`src/hw/rtl/dfb2_pkg.sv`:
```
// ----------------------------------------------------------------------------
// dfb2_pkg: shared types and constants of the decimate-by-two FIR filter
// Widths, limits, sequencer states and the sequencer-to-datapath bundle.
// ----------------------------------------------------------------------------
package dfb2_pkg;

  localparam int unsigned MaxTaps   = 8;
  localparam int unsigned MaxLine   = 1024;
  localparam int unsigned ResultCap = 5;

  localparam int unsigned SampleW = 16;
  localparam int unsigned CoefW   = 16;
  localparam int unsigned TapCntW = 4;
  localparam int unsigned TapIdxW = $clog2(MaxTaps);
  localparam int unsigned PosW    = 11;
  localparam int unsigned OutIdxW = 10;
  localparam int unsigned ProdW   = SampleW + CoefW;
  localparam int unsigned AccW    = ProdW + 3;
  localparam int unsigned FracW   = 14;
  localparam int unsigned ResW    = 20;
  localparam int unsigned CfgW    = 64;
  localparam int unsigned CfgIdxW = 2;

  // configuration register indexes
  localparam logic [CfgIdxW-1:0] CfgTapCount = 2'd0;
  localparam logic [CfgIdxW-1:0] CfgTapsLow  = 2'd1;
  localparam logic [CfgIdxW-1:0] CfgTapsHigh = 2'd2;

  localparam logic [TapCntW-1:0] TapCountReset = TapCntW'(MaxTaps);

  typedef enum logic [2:0] {
    ST_IDLE,
    ST_SETUP,
    ST_MAC,
    ST_DRAIN,
    ST_EMIT
  } dfb2_state_e;

  typedef struct packed {
    logic               busy;
    logic               mac_clr;
    logic               mac_en;
    logic               tap_ok;
    logic [TapIdxW-1:0] tap_idx;
    logic [TapIdxW-1:0] win_idx;
    logic               emit;
    logic               mark;
    logic               win_clr;
  } dfb2_ctrl_t;

endpackage

```
`src/hw/rtl/dfb2_mac.sv`:
```
// ----------------------------------------------------------------------------
// dfb2_mac: shared multiply-accumulate unit
// One 16x16 product per cycle, registered, then summed; round and saturate.
// ----------------------------------------------------------------------------
module dfb2_mac
  import dfb2_pkg::*;
(
  input  logic                      clk_i,
  input  logic                      rst_ni,
  input  logic                      clr_i,
  input  logic                      en_i,
  input  logic signed [SampleW-1:0] sample_i,
  input  logic signed [CoefW-1:0]   coef_i,
  output logic signed [ResW-1:0]    result_o
);

  localparam int unsigned ShW = AccW - FracW;
  localparam logic signed [ShW-1:0] SatMax = ShW'((1 << (ResW - 1)) - 1);
  localparam logic signed [ShW-1:0] SatMin = -ShW'(1 << (ResW - 1));
  localparam logic signed [AccW-1:0] RoundHalf = AccW'(1 << (FracW - 1));

  logic signed [ProdW-1:0] prod_q;
  logic                    prod_vld_q;
  logic signed [AccW-1:0]  acc_q, acc_d;
  logic signed [AccW-1:0]  rounded;
  logic signed [ShW-1:0]   shifted;

  always_ff @(posedge clk_i or negedge rst_ni) begin
    if (!rst_ni) begin
      prod_vld_q <= 1'b0;
    end else begin
      prod_vld_q <= en_i;
    end
  end

  always_ff @(posedge clk_i) begin
    prod_q <= sample_i * coef_i;
    acc_q  <= acc_d;
  end

  always_comb begin
    acc_d = acc_q;
    if (clr_i) begin
      acc_d = '0;
    end else if (prod_vld_q) begin
      acc_d = acc_q + AccW'(prod_q);
    end
  end

  // round half up, then floor shift
  assign rounded = acc_q + RoundHalf;
  assign shifted = rounded[AccW-1:FracW];

  always_comb begin
    if (shifted > SatMax) begin
      result_o = SatMax[ResW-1:0];
    end else if (shifted < SatMin) begin
      result_o = SatMin[ResW-1:0];
    end else begin
      result_o = shifted[ResW-1:0];
    end
  end

endmodule

```
`src/hw/rtl/dfb2_seq.sv`:
```
// ----------------------------------------------------------------------------
// dfb2_seq: line tracking and tap sequencer
// Decides which outputs a beat produces and walks the taps of each one.
// ----------------------------------------------------------------------------
module dfb2_seq
  import dfb2_pkg::*;
(
  input  logic               clk_i,
  input  logic               rst_ni,
  input  logic               accept_i,
  input  logic               line_end_i,
  input  logic [TapCntW-1:0] taps_i,
  input  logic               out_free_i,
  output dfb2_ctrl_t         ctrl_o
);

  dfb2_state_e state_q, state_d;

  logic [PosW-1:0]    lp_q, p_q;
  logic               last_q, phase_q;
  logic [OutIdxW-1:0] noi_q, nout_q, fstart_q, c_q;
  logic [TapIdxW-1:0] j_q;

  // setup arithmetic
  logic [TapCntW-1:0] span;
  logic [PosW:0]      need_pos;
  logic               reg_hit;
  logic [OutIdxW-1:0] noi_after, nout, gap, fstart;
  logic [PosW:0]      len;
  logic [2:0]         room;
  logic               flush_any;
  logic               more;
  logic               last_tap;
  logic               line_full;

  // tap addressing
  logic [PosW-1:0] q_pos, win_dist;

  assign line_full = ({1'b0, lp_q} + (PosW+1)'(1)) >= (PosW+1)'(MaxLine);

  always_comb begin
    span      = (taps_i < TapCntW'(2)) ? TapCntW'(2) : taps_i;
    need_pos  = {1'b0, noi_q, 1'b0} + (PosW+1)'(span) - (PosW+1)'(1);
    reg_hit   = need_pos <= {1'b0, p_q};
    noi_after = noi_q + OutIdxW'(reg_hit);
    len       = {1'b0, p_q} + (PosW+1)'(1);
    nout      = len[OutIdxW:1];
    room      = 3'(ResultCap) - 3'(reg_hit);
    gap       = nout - noi_after;
    fstart    = ((noi_after < nout) && (gap > OutIdxW'(room))) ?
                nout - OutIdxW'(room) : noi_after;
    flush_any = last_q && (fstart < nout);
  end

  assign more = phase_q ? ((c_q + OutIdxW'(1)) < nout_q) :
                          (last_q && (fstart_q < nout_q));
  assign last_tap = ({1'b0, j_q} == (taps_i - TapCntW'(1)));

  assign q_pos    = {c_q, 1'b0} + PosW'(j_q);
  assign win_dist = p_q - q_pos;

  // next state
  always_comb begin
    state_d = state_q;
    unique case (state_q)
      ST_IDLE: begin
        if (accept_i) state_d = ST_SETUP;
      end
      ST_SETUP: begin
        state_d = (reg_hit || flush_any) ? ST_MAC : ST_IDLE;
      end
      ST_MAC: begin
        if (last_tap) state_d = ST_DRAIN;
      end
      ST_DRAIN: begin
        state_d = ST_EMIT;
      end
      ST_EMIT: begin
        if (out_free_i) state_d = more ? ST_MAC : ST_IDLE;
      end
      default: state_d = ST_IDLE;
    endcase
  end

  // outputs
  always_comb begin
    ctrl_o         = '0;
    ctrl_o.busy    = (state_q != ST_IDLE);
    ctrl_o.tap_idx = j_q;
    ctrl_o.win_idx = win_dist[TapIdxW-1:0];
    ctrl_o.tap_ok  = (q_pos <= p_q) && (win_dist < PosW'(MaxTaps));
    ctrl_o.mark    = last_q && (({1'b0, c_q} + (OutIdxW+1)'(1)) == {1'b0, nout_q});
    unique case (state_q)
      ST_SETUP: begin
        ctrl_o.mac_clr = 1'b1;
        ctrl_o.win_clr = last_q && !(reg_hit || flush_any);
      end
      ST_MAC: begin
        ctrl_o.mac_en = 1'b1;
      end
      ST_EMIT: begin
        ctrl_o.emit    = out_free_i;
        ctrl_o.mac_clr = out_free_i;
        ctrl_o.win_clr = out_free_i && !more && last_q;
      end
      default: ;
    endcase
  end

  always_ff @(posedge clk_i or negedge rst_ni) begin
    if (!rst_ni) begin
      state_q  <= ST_IDLE;
      lp_q     <= '0;
      p_q      <= '0;
      last_q   <= 1'b0;
      noi_q    <= '0;
      nout_q   <= '0;
      fstart_q <= '0;
      c_q      <= '0;
      phase_q  <= 1'b0;
      j_q      <= '0;
    end else begin
      state_q <= state_d;
      if (state_q == ST_IDLE && accept_i) begin
        p_q    <= lp_q;
        last_q <= line_end_i || line_full;
        lp_q   <= (line_end_i || line_full) ? '0 : lp_q + PosW'(1);
      end
      if (state_q == ST_SETUP) begin
        nout_q   <= nout;
        fstart_q <= fstart;
        noi_q    <= last_q ? '0 : noi_after;
        c_q      <= reg_hit ? noi_q : fstart;
        phase_q  <= !reg_hit;
        j_q      <= '0;
      end
      if (state_q == ST_MAC) begin
        j_q <= j_q + TapIdxW'(1);
      end
      if (state_q == ST_EMIT && out_free_i && more) begin
        j_q <= '0;
        if (phase_q) begin
          c_q <= c_q + OutIdxW'(1);
        end else begin
          c_q     <= fstart_q;
          phase_q <= 1'b1;
        end
      end
    end
  end

endmodule

```
`src/hw/rtl/decimating_fir_by_two.sv`:
```
// ----------------------------------------------------------------------------
// decimating_fir_by_two: decimate-by-two FIR analysis filter for one line
// Samples in, every second position filtered out; one shared MAC unit.
// ----------------------------------------------------------------------------
// Usage:
//   Input channel (in_valid_i / in_stall_o) carries one sample beat with
//   line_end_i on the final sample of a line. Output channel (out_valid_o /
//   out_stall_i) carries filtered_o with last_of_line_o on the line's final
//   output. Configure tap_count and the two packed coefficient groups through
//   cfg_we_i / cfg_idx_i / cfg_wdata_i while the block is idle.
// Sequencing:
//   Each accepted sample beat passes a setup step, after which a beat that
//   yields no output returns to idle. Each output walks the T taps in use
//   in the MAC step, then passes a drain step for the product register and
//   an emit step. An ordinary beat yields at most one output, a line-end
//   beat up to five; the input stays stalled until the beat is done. Each
//   output appears in the cycle after its emit step, registered.
// Reset clears the window, line position and output index, sets tap_count
// to 8 and the coefficients to zero. A stall on the output holds the result
// register and parks the sequencer in its emit step; the input stays stalled.
// ----------------------------------------------------------------------------
module decimating_fir_by_two
  import dfb2_pkg::*;
(
  input  logic                      clk_i,
  input  logic                      rst_ni,
  // configuration
  input  logic                      cfg_we_i,
  input  logic [CfgIdxW-1:0]        cfg_idx_i,
  input  logic [CfgW-1:0]           cfg_wdata_i,
  // sample input
  input  logic                      in_valid_i,
  output logic                      in_stall_o,
  input  logic signed [SampleW-1:0] sample_i,
  input  logic                      line_end_i,
  // filtered output
  output logic                      out_valid_o,
  input  logic                      out_stall_i,
  output logic signed [ResW-1:0]    filtered_o,
  output logic                      last_of_line_o
);

  logic [TapCntW-1:0] tap_count_q;
  logic [CfgW-1:0]    taps_lo_q, taps_hi_q;
  logic [TapCntW-1:0] taps_used;

  logic signed [SampleW-1:0] win_q [MaxTaps];

  dfb2_ctrl_t ctrl;
  logic       accept;
  logic       out_free;

  logic [2*CfgW-1:0]         coef_bank;
  logic signed [CoefW-1:0]   coef;
  logic signed [SampleW-1:0] mac_sample;
  logic signed [ResW-1:0]    mac_result;

  logic                   out_vld_q;
  logic signed [ResW-1:0] filtered_q;
  logic                   mark_q;

  // configuration registers
  always_ff @(posedge clk_i or negedge rst_ni) begin
    if (!rst_ni) begin
      tap_count_q <= TapCountReset;
      taps_lo_q   <= '0;
      taps_hi_q   <= '0;
    end else if (cfg_we_i) begin
      unique case (cfg_idx_i)
        CfgTapCount: tap_count_q <= cfg_wdata_i[TapCntW-1:0];
        CfgTapsLow:  taps_lo_q   <= cfg_wdata_i;
        CfgTapsHigh: taps_hi_q   <= cfg_wdata_i;
        default: ;
      endcase
    end
  end

  // clamp tap count: zero acts as one, anything above the maximum as the maximum
  always_comb begin
    if (tap_count_q == '0) begin
      taps_used = TapCntW'(1);
    end else if (tap_count_q > TapCntW'(MaxTaps)) begin
      taps_used = TapCntW'(MaxTaps);
    end else begin
      taps_used = tap_count_q;
    end
  end

  assign accept     = in_valid_i && !in_stall_o;
  assign in_stall_o = ctrl.busy;
  assign out_free   = !out_vld_q || !out_stall_i;

  dfb2_seq u_seq (
    .clk_i      (clk_i),
    .rst_ni     (rst_ni),
    .accept_i   (accept),
    .line_end_i (line_end_i),
    .taps_i     (taps_used),
    .out_free_i (out_free),
    .ctrl_o     (ctrl)
  );

  // sample window, newest first; advance on each beat, drop at line end
  always_ff @(posedge clk_i or negedge rst_ni) begin
    if (!rst_ni) begin
      for (int k = 0; k < MaxTaps; k++) win_q[k] <= '0;
    end else if (accept) begin
      win_q[0] <= sample_i;
      for (int k = 1; k < MaxTaps; k++) win_q[k] <= win_q[k-1];
    end else if (ctrl.win_clr) begin
      for (int k = 0; k < MaxTaps; k++) win_q[k] <= '0;
    end
  end

  // operand select: samples outside the line or the window read as zero
  assign coef_bank  = {taps_hi_q, taps_lo_q};
  assign coef       = coef_bank[{ctrl.tap_idx, 4'b0000} +: CoefW];
  assign mac_sample = ctrl.tap_ok ? win_q[ctrl.win_idx] : '0;

  dfb2_mac u_mac (
    .clk_i    (clk_i),
    .rst_ni   (rst_ni),
    .clr_i    (ctrl.mac_clr),
    .en_i     (ctrl.mac_en),
    .sample_i (mac_sample),
    .coef_i   (coef),
    .result_o (mac_result)
  );

  // output register: load on emit, hold while stalled
  always_ff @(posedge clk_i or negedge rst_ni) begin
    if (!rst_ni) begin
      out_vld_q <= 1'b0;
    end else if (ctrl.emit) begin
      out_vld_q <= 1'b1;
    end else if (!out_stall_i) begin
      out_vld_q <= 1'b0;
    end
  end

  always_ff @(posedge clk_i) begin
    if (ctrl.emit) begin
      filtered_q <= mac_result;
      mark_q     <= ctrl.mark;
    end
  end

  assign out_valid_o    = out_vld_q;
  assign filtered_o     = filtered_q;
  assign last_of_line_o = mark_q;

endmodule

```
`config.mk`:
```
export PLATFORM = sky130hd
export DESIGN_NAME = decimating_fir_by_two
export DESIGN_NICKNAME = d
export VERILOG_FILES = /design/src/hw/rtl/dfb2_pkg.sv /design/src/hw/rtl/dfb2_mac.sv /design/src/hw/rtl/dfb2_seq.sv /design/src/hw/rtl/decimating_fir_by_two.sv
export SDC_FILE = /design/constraint.sdc
export NUM_CORES = 2
export LEC_CHECK = 0
export ABC_AREA = 0
export BUFFER_PORTS_ARGS = -buffer_cell sky130_fd_sc_hd__buf_2
export CAP_MARGIN = 20
export CORE_MARGIN = 2
export CORE_UTILIZATION = 55
export DETAILED_ROUTE_END_ITERATION = 10
export PLACE_DENSITY_LB_ADDON = 0.25
export SYNTH_ARGS = -nofsm -noshare
export SYNTH_HDL_FRONTEND = slang
export SYNTH_SLANG_ARGS = --single-unit
```
`constraint.sdc`:
```
create_clock -name clk_i -period 10.2 [get_ports clk_i]
set_input_delay 0 -clock clk_i [delete_from_list [all_inputs] [get_ports clk_i]]
set_output_delay 0 -clock clk_i [all_outputs]
set_load 0.05 [all_outputs]
```
# Word-level counts from Yosys, hierarchy flattened
# Index checks and enable logic that the tools add are counted.
dict set report word_totals {
  latchBits 0
  mem_bits_ro 0
  input_bits 88
  ff_bits 420
  ramBits 0
  memories 0
}
dict set report classes {
  n_eq_ne 12
  n_lt_le_gt_ge 14
  bitwise_logic 1
  reduce_logical 32
  muxes 36
  addsub 17
  n_mul 1
  div_mod_pow 0
  shifts 1
}
# op count
set op_table {}
lappend op_table {{$mux W128} 2}
lappend op_table {{$shiftx A128 B8 Y16} 1}
lappend op_table {{$mux W10} 6}
lappend op_table {{$bmux W16 S3} 1}
lappend op_table {{$mux W16} 3}
lappend op_table {{$lt A10 B10 Y1} 4}
lappend op_table {{$add A35 B15 Y35 const B} 1}
lappend op_table {{$add A35 B32 Y35} 1}
lappend op_table {{$mul A16 B16 Y32} 1}
lappend op_table {{$add A11 B1 Y11 const B} 2}
lappend op_table {{$gt A21 B20 Y1 const B} 1}
lappend op_table {{$lt A21 B20 Y1 const B} 1}
lappend op_table {{$mux W20} 1}
lappend op_table {{$mux W3} 6}
lappend op_table {{$pmux W3 S5} 1}
lappend op_table {{$add A11 B1 Y12 const B} 1}
lappend op_table {{$add A11 B4 Y12} 1}
lappend op_table {{$ge A12 B11 Y1 const B} 1}
lappend op_table {{$le A12 B11 Y1} 1}
lappend op_table {{$logic_and A1 B1 Y1} 12}
lappend op_table {{$mux W4} 3}
lappend op_table {{$sub A12 B1 Y12 const B} 1}
lappend op_table {{$add A10 B1 Y11 const B} 1}
lappend op_table {{$add A11 B3 Y11} 1}
lappend op_table {{other kinds (36)} 60}

# Logic depth before layout (Yosys ltp)
dict set report logic_depth {
  depth_word 21
  mapped_depth 49
}

# By module
# Synthesis repeated with hierarchy kept, for this count alone.
dict set report hier_totals {
  hier_cells 3499
  hier_area_um2 33938.8
}
# mod seq_area_each_um2 area_each_um2 cells_per_inst instances
set modules_own_cells {}
lappend modules_own_cells {dfb2_mac 1366.3 14249.9 1653 1}
lappend modules_own_cells {decimating_fir_by_two 7163.1 13002.5 1034 1}
lappend modules_own_cells {dfb2_seq 1751.7 6686.4 812 1}

# Worst setup path before layout
# Ideal clock, no wire load.
dict set report synth_path {
  kind {register -> register}
  startpoint {register u_seq.c_q[0]}
  endpoint {register u_mac.prod_q[24]}
  arrival_time_ps 8642
  required_ps 10077
  stages_incl_launch_ff 37
  synth_period_minus_slack_ps 8765
  path_slack_ps 1435
  cell_sequence {dfrtp_1 > ha_1 > fa_1 > inv_1 > ha_1 > o21ai_0 > a21boi_0 > o21ai_0 > a21boi_0 > o21ai_0 > o211ai_1 > o31ai_1 > o2111ai_1 > clkbuf_1 > a21oi_1 > nand2_1 > fa_1 > inv_1 > fa_1 > inv_1 > fa_1 > fa_1 > inv_1 > fa_1 > fa_1 > ha_1 > a21o_1 > a21oi_1 > nor2b_1 > a311oi_1 > a21oi_1 > nand3b_1 > a31o_2 > a21o_1 > nor3_1 > a21oi_1 > xor2_1}
}
dict set report synth_via {
  elab_chain_cells 8
  elab_cells_between_ends 11
  classes_between {2 x add/sub; 1 x mul; 2 x order compare; 4 x mux; 1 x bitwise; 1 x reduce/logical}
}
# item line
set synth_rtl {}
lappend synth_rtl {{start, declared} dfb2_seq.sv:21} ;# logic [OutIdxW-1:0] noi_q, nout_q, fstart_q, c_q;
lappend synth_rtl {{start signal, assigned} dfb2_seq.sv:133} ;# c_q <= reg_hit ? noi_q : fstart;
lappend synth_rtl {{start signal, assigned} dfb2_seq.sv:143} ;# c_q <= c_q + OutIdxW'(1);
lappend synth_rtl {{start signal, assigned} dfb2_seq.sv:145} ;# c_q <= fstart_q;
lappend synth_rtl {{$add A11 B3 Y11 (*)} dfb2_seq.sv:59} ;# assign q_pos = {c_q, 1'b0} + PosW'(j_q);
lappend synth_rtl {{branches (longest 5 deep; another with $sub A11 B11 Y11)} -}
lappend synth_rtl {{$mux W16 (*)} decimating_fir_by_two.sv:118} ;# assign mac_sample = ctrl.tap_ok ? win_q[ctrl.win_idx] : '0;
lappend synth_rtl {{$mul A16 B16 Y32 (*)} dfb2_mac.sv:37} ;# prod_q <= sample_i * coef_i;
lappend synth_rtl {{end signal, assigned} dfb2_mac.sv:37}
lappend synth_rtl {{end, declared} dfb2_mac.sv:22} ;# logic signed [ProdW-1:0] prod_q;
# Every way passes the cells marked *. The select of a mux whose other input is x is not followed.
# A chain may end at the register's enable or synchronous reset.

# Final worst setup path
dict set report layout_path {
  startpoint {register u_seq.c_q[0]}
  endpoint {register u_mac.prod_q[28]}
}
# The elaborated chain is that of the path after synthesis.

==> reports/results.ini <==
[finish]
n_antenna_cell = 0
final_cells = 4007
num-fill-cells = 4574
final_cell_area_um2 = 35800
area_growth_pct = 12.6
nets = 3769
drive_gt1_share_pct = 15.1

[synthesis]
syn_nets = 3591
synth_edf_count = 21
async_flop_share_pct = 79.0
synth_compound_area_share_pct = 11.6
synth-adder-area-share_pct = 25.0
syn_avg_cell_area_um2 = 10.5
synth-seq-cells = 420
synth_cells = 3028
netlist-cell-type-count = 77
synth.yosys.seq_area_share_pct = 32.3
synthMuxAreaShare_pct = 11.1
synth-simple-area-share_pct = 10.4
synth_area_um2 = 31800
yosys_most_used_dff = dfrtp_1
synth_top_family_by_area = adder cells
ys_warn_count = 0
synth-xor-area-share_pct = 3.96

[cts]
cts_made_buffers = 47
path_clk_slew_ps = 60
cts-root-buf = clkbuf_16
cts_max_level = 2
cts_sinks = 420
clock_latency_ps = 610
max-clock-path-buffers = 3
cts_tree = done

[worst_setup_path]
path_max_fanout = 10
crit_buf_inv = 8
required_ps = 10660
cp-end-kind = flop
crit_slowest_cell = fa_1
cp.arrival_ps = 10090
slowest_delay_ps = 550
cpLargestDelayFamily = adder cells
worstSetupPathType = reg -> reg
critical_path.startpoint_type = flop
cpMostUsedCell = fa_1

[sta]
relSlewSlack_pct = 28.1
rsz0062_at_grt = no
hold_ws_ps = 4.45
finalSetupViolCount = 0
worstMarginPinSlew_ps = 1070
fmax_mhz = 104
totalNegativeSetupSlack_ps = 0
fin_crit_ps = 9620
maxSlewViolCount = 0
period_share_pct = 94.4
finalHoldViolCount = 0
finClkSkew_ps = 33.4
setup_ws_ps = 575

[floorplanning]
start_util_pct = 55.3
die_area_um2 = 59800
fp-row-count = 88
io_pins = 111
die_w_um = 244
core_area_um2 = 57500
dieHeight_um = 244

[placed_design]
numPortBuffers = 110
finalWeightedCongestion = 0.942
dp.cells = 3830
dpl_cell_area_um2 = 33200
place_hpwl_um = 56900
dp_slack_ps = 268

[routing]
vias_per_cell = 5.81
first_pass_iters = 8
finalWirelength_um = 78600
wl_per_cell_um = 19.6
drc_errors = 0
first_iter_violations = 1545
ant_nets = 0
met2WireLength_um = 37300
wl_met3_um = 4660
via_count = 23300
top_layer_used = met4
wl_met1_um = 34300

[global_route]
grt_pass1_wl_um = 128000
overflow = 0
gr-usage-all-layers_pct = 26.5
grt_max_degree = 99
grt_pass1_vias = 24100
antenna_found_initial = 0

[power]
p_leak_nw = 16.9
p_per_area_nw_per_um2 = 269
ir_drop_mv = 0.234

[min_path]
min-delay-path-class = in -> async

[outcome]
outcome = finished clean

[job]
max_cap_viol_count = 0

## power by group
group          leakage, nW  switching (W)  total, W  internal [W]
clock                0.799       0.000713   0.00176       0.00105
sequential            4.96       0.000368   0.00248       0.00211
combinational         11.1        0.00321   0.00539       0.00217
total                 16.9        0.00429   0.00963       0.00533
## placed cells by master, fill, tap and decap left out, types with 8 or more instances in the layout
cell type,count
and3_1,17
o22ai_1,8
nor2b_1,47
mux2_2,142
a21o_1,58
inv_1,337
dfxtp_1,67
fa_1,267
mux2i_1,47
o21a_1,10
clkbuf_16,47
dlygate4sd3_1,86
nand2_1,276
clkbuf_8,9
xnor2_1,101
xor2_1,42
buf_2,109
buf_4,54
dfrtp_1,329
nor2_1,213
o21ai_0,115
a21oi_1,112
nand2b_1,47
nand4_1,25
mux4_2,64
clkinv_2,8
nand3_1,47
or2_2,10
o21bai_1,14
edfxtp_1,21
ha_1,207
a22o_1,129
nor3_1,17
or3_1,10
clkbuf_1,10
a211oi_1,12
## worst paths after layout
kind	startpoint	end	slack, ps	cells after the start
worst max-delay path	u_seq.c_q[0]$_DFFE_PN0P_	u_mac.prod_q[28]$_DFF_P_	580	37
worst min-delay path	rst_ni	win_q[114]$_DFFE_PN0P_	4	2
worst max register to register	u_seq.c_q[0]$_DFFE_PN0P_	u_mac.prod_q[28]$_DFF_P_	580	37
worst min register to register	u_seq.nout_q[2]$_DFFE_PN0P_	u_seq.nout_q[2]$_DFFE_PN0P_	490	2
max in group asynchronous	rst_ni	win_q[58]$_DFFE_PN0P_	7810	4
min in group clk_i	in_valid_i	u_seq.state_q[0]$_DFFE_PN0P_	60	4
## stage by stage
step | power, W | utilization (%)
finish | 0.00963 | 62.3
global route | 0.0103 | 62.3
detailed placement | 0.00765 | 57.8
global placement | 0.00752 | 57.8
floorplan | 0.00631 | -
CTS | 0.00948 | 62.1
## synthesized netlist by cell type (all sizes together), types with 10 or more instances
master,number,area [µm²]
nand4,25,156
mux4,64,1440
or3,10,62.6
or2,10,62.6
nand3,47,235
o21bai,15,116
a21o,58,435
inv,337,1260
nor2,214,806
o21ai,122,611
fa,267,5350
dfrtp,331,8280
clkbuf,98,368
dfxtp,67,1340
mux2,142,1600
o21a,10,75.1
mux2i,48,480
buf,26,154
nand2b,47,294
a21oi,116,588
a211oi,12,90.1
a22o,129,1130
nor3,17,85.1
edfxtp,21,631
nand2,276,1040
xnor2,102,893
and3,18,113
nor2b,47,294
xor2,42,368
ha,208,2600
## registers in the layout (all words and copies together) (netlist names)
register,cells
u_seq.p_q,11
u_seq.lp_q,11
u_seq.noi_q,10
u_seq.phase_q,1
u_seq.nout_q,10
taps_lo_q,64
u_seq.last_q,1
out_valid_o,1
u_seq.j_q,3
win_q,128
u_seq.c_q,10
u_seq.fstart_q,10
filtered_o,20
u_mac.prod_vld_q,1
u_mac.prod_q,32
u_mac.acc_q,35
last_of_line_o,1
taps_hi_q,64
tap_count_q,4
u_seq.state_q,3
## layout make-up
class,count,area (µm²),area share [%]
Clock buffer,66,1340,3.73
Timing Repair Buffer,251,1850,5.18
Inverter,337,1260,3.53
Clock inverter,19,293,0.817
Tap cell,765,957,2.67
Sequential cell,420,10300,28.7
Multi-Input combinational cell,2149,19800,55.4
## cell families (layout without fill, tap and decap cells)
kind of cell | count (synthesis) | count (layout)
muxes | 254 | 254
DFF | 420 | 420
adders and majority gates | 475 | 475
buffers and inverters | 461 | 673
and+or+nand+nor | 735 | 735
AOI/OAI and AO/OA | 539 | 541
xor gates and xnor gates | 144 | 144
## metal layers
layer,vias to the layer above,track usage [%]
met3,152,4.25
met4,0,8.38
met1,11700,36.4
met2,773,43.5
met5,-,0
li1,10700,-
## what timing repair did
item                                    CTS  global route
buffers inserted                          0             3
hold buffers                             86             0
endpoints found under the setup margin    0           139
gates resized for setup                   0            15
endpoints found under the hold margin   257             0
No activity file was read; power rests on OpenSTA's default activity.
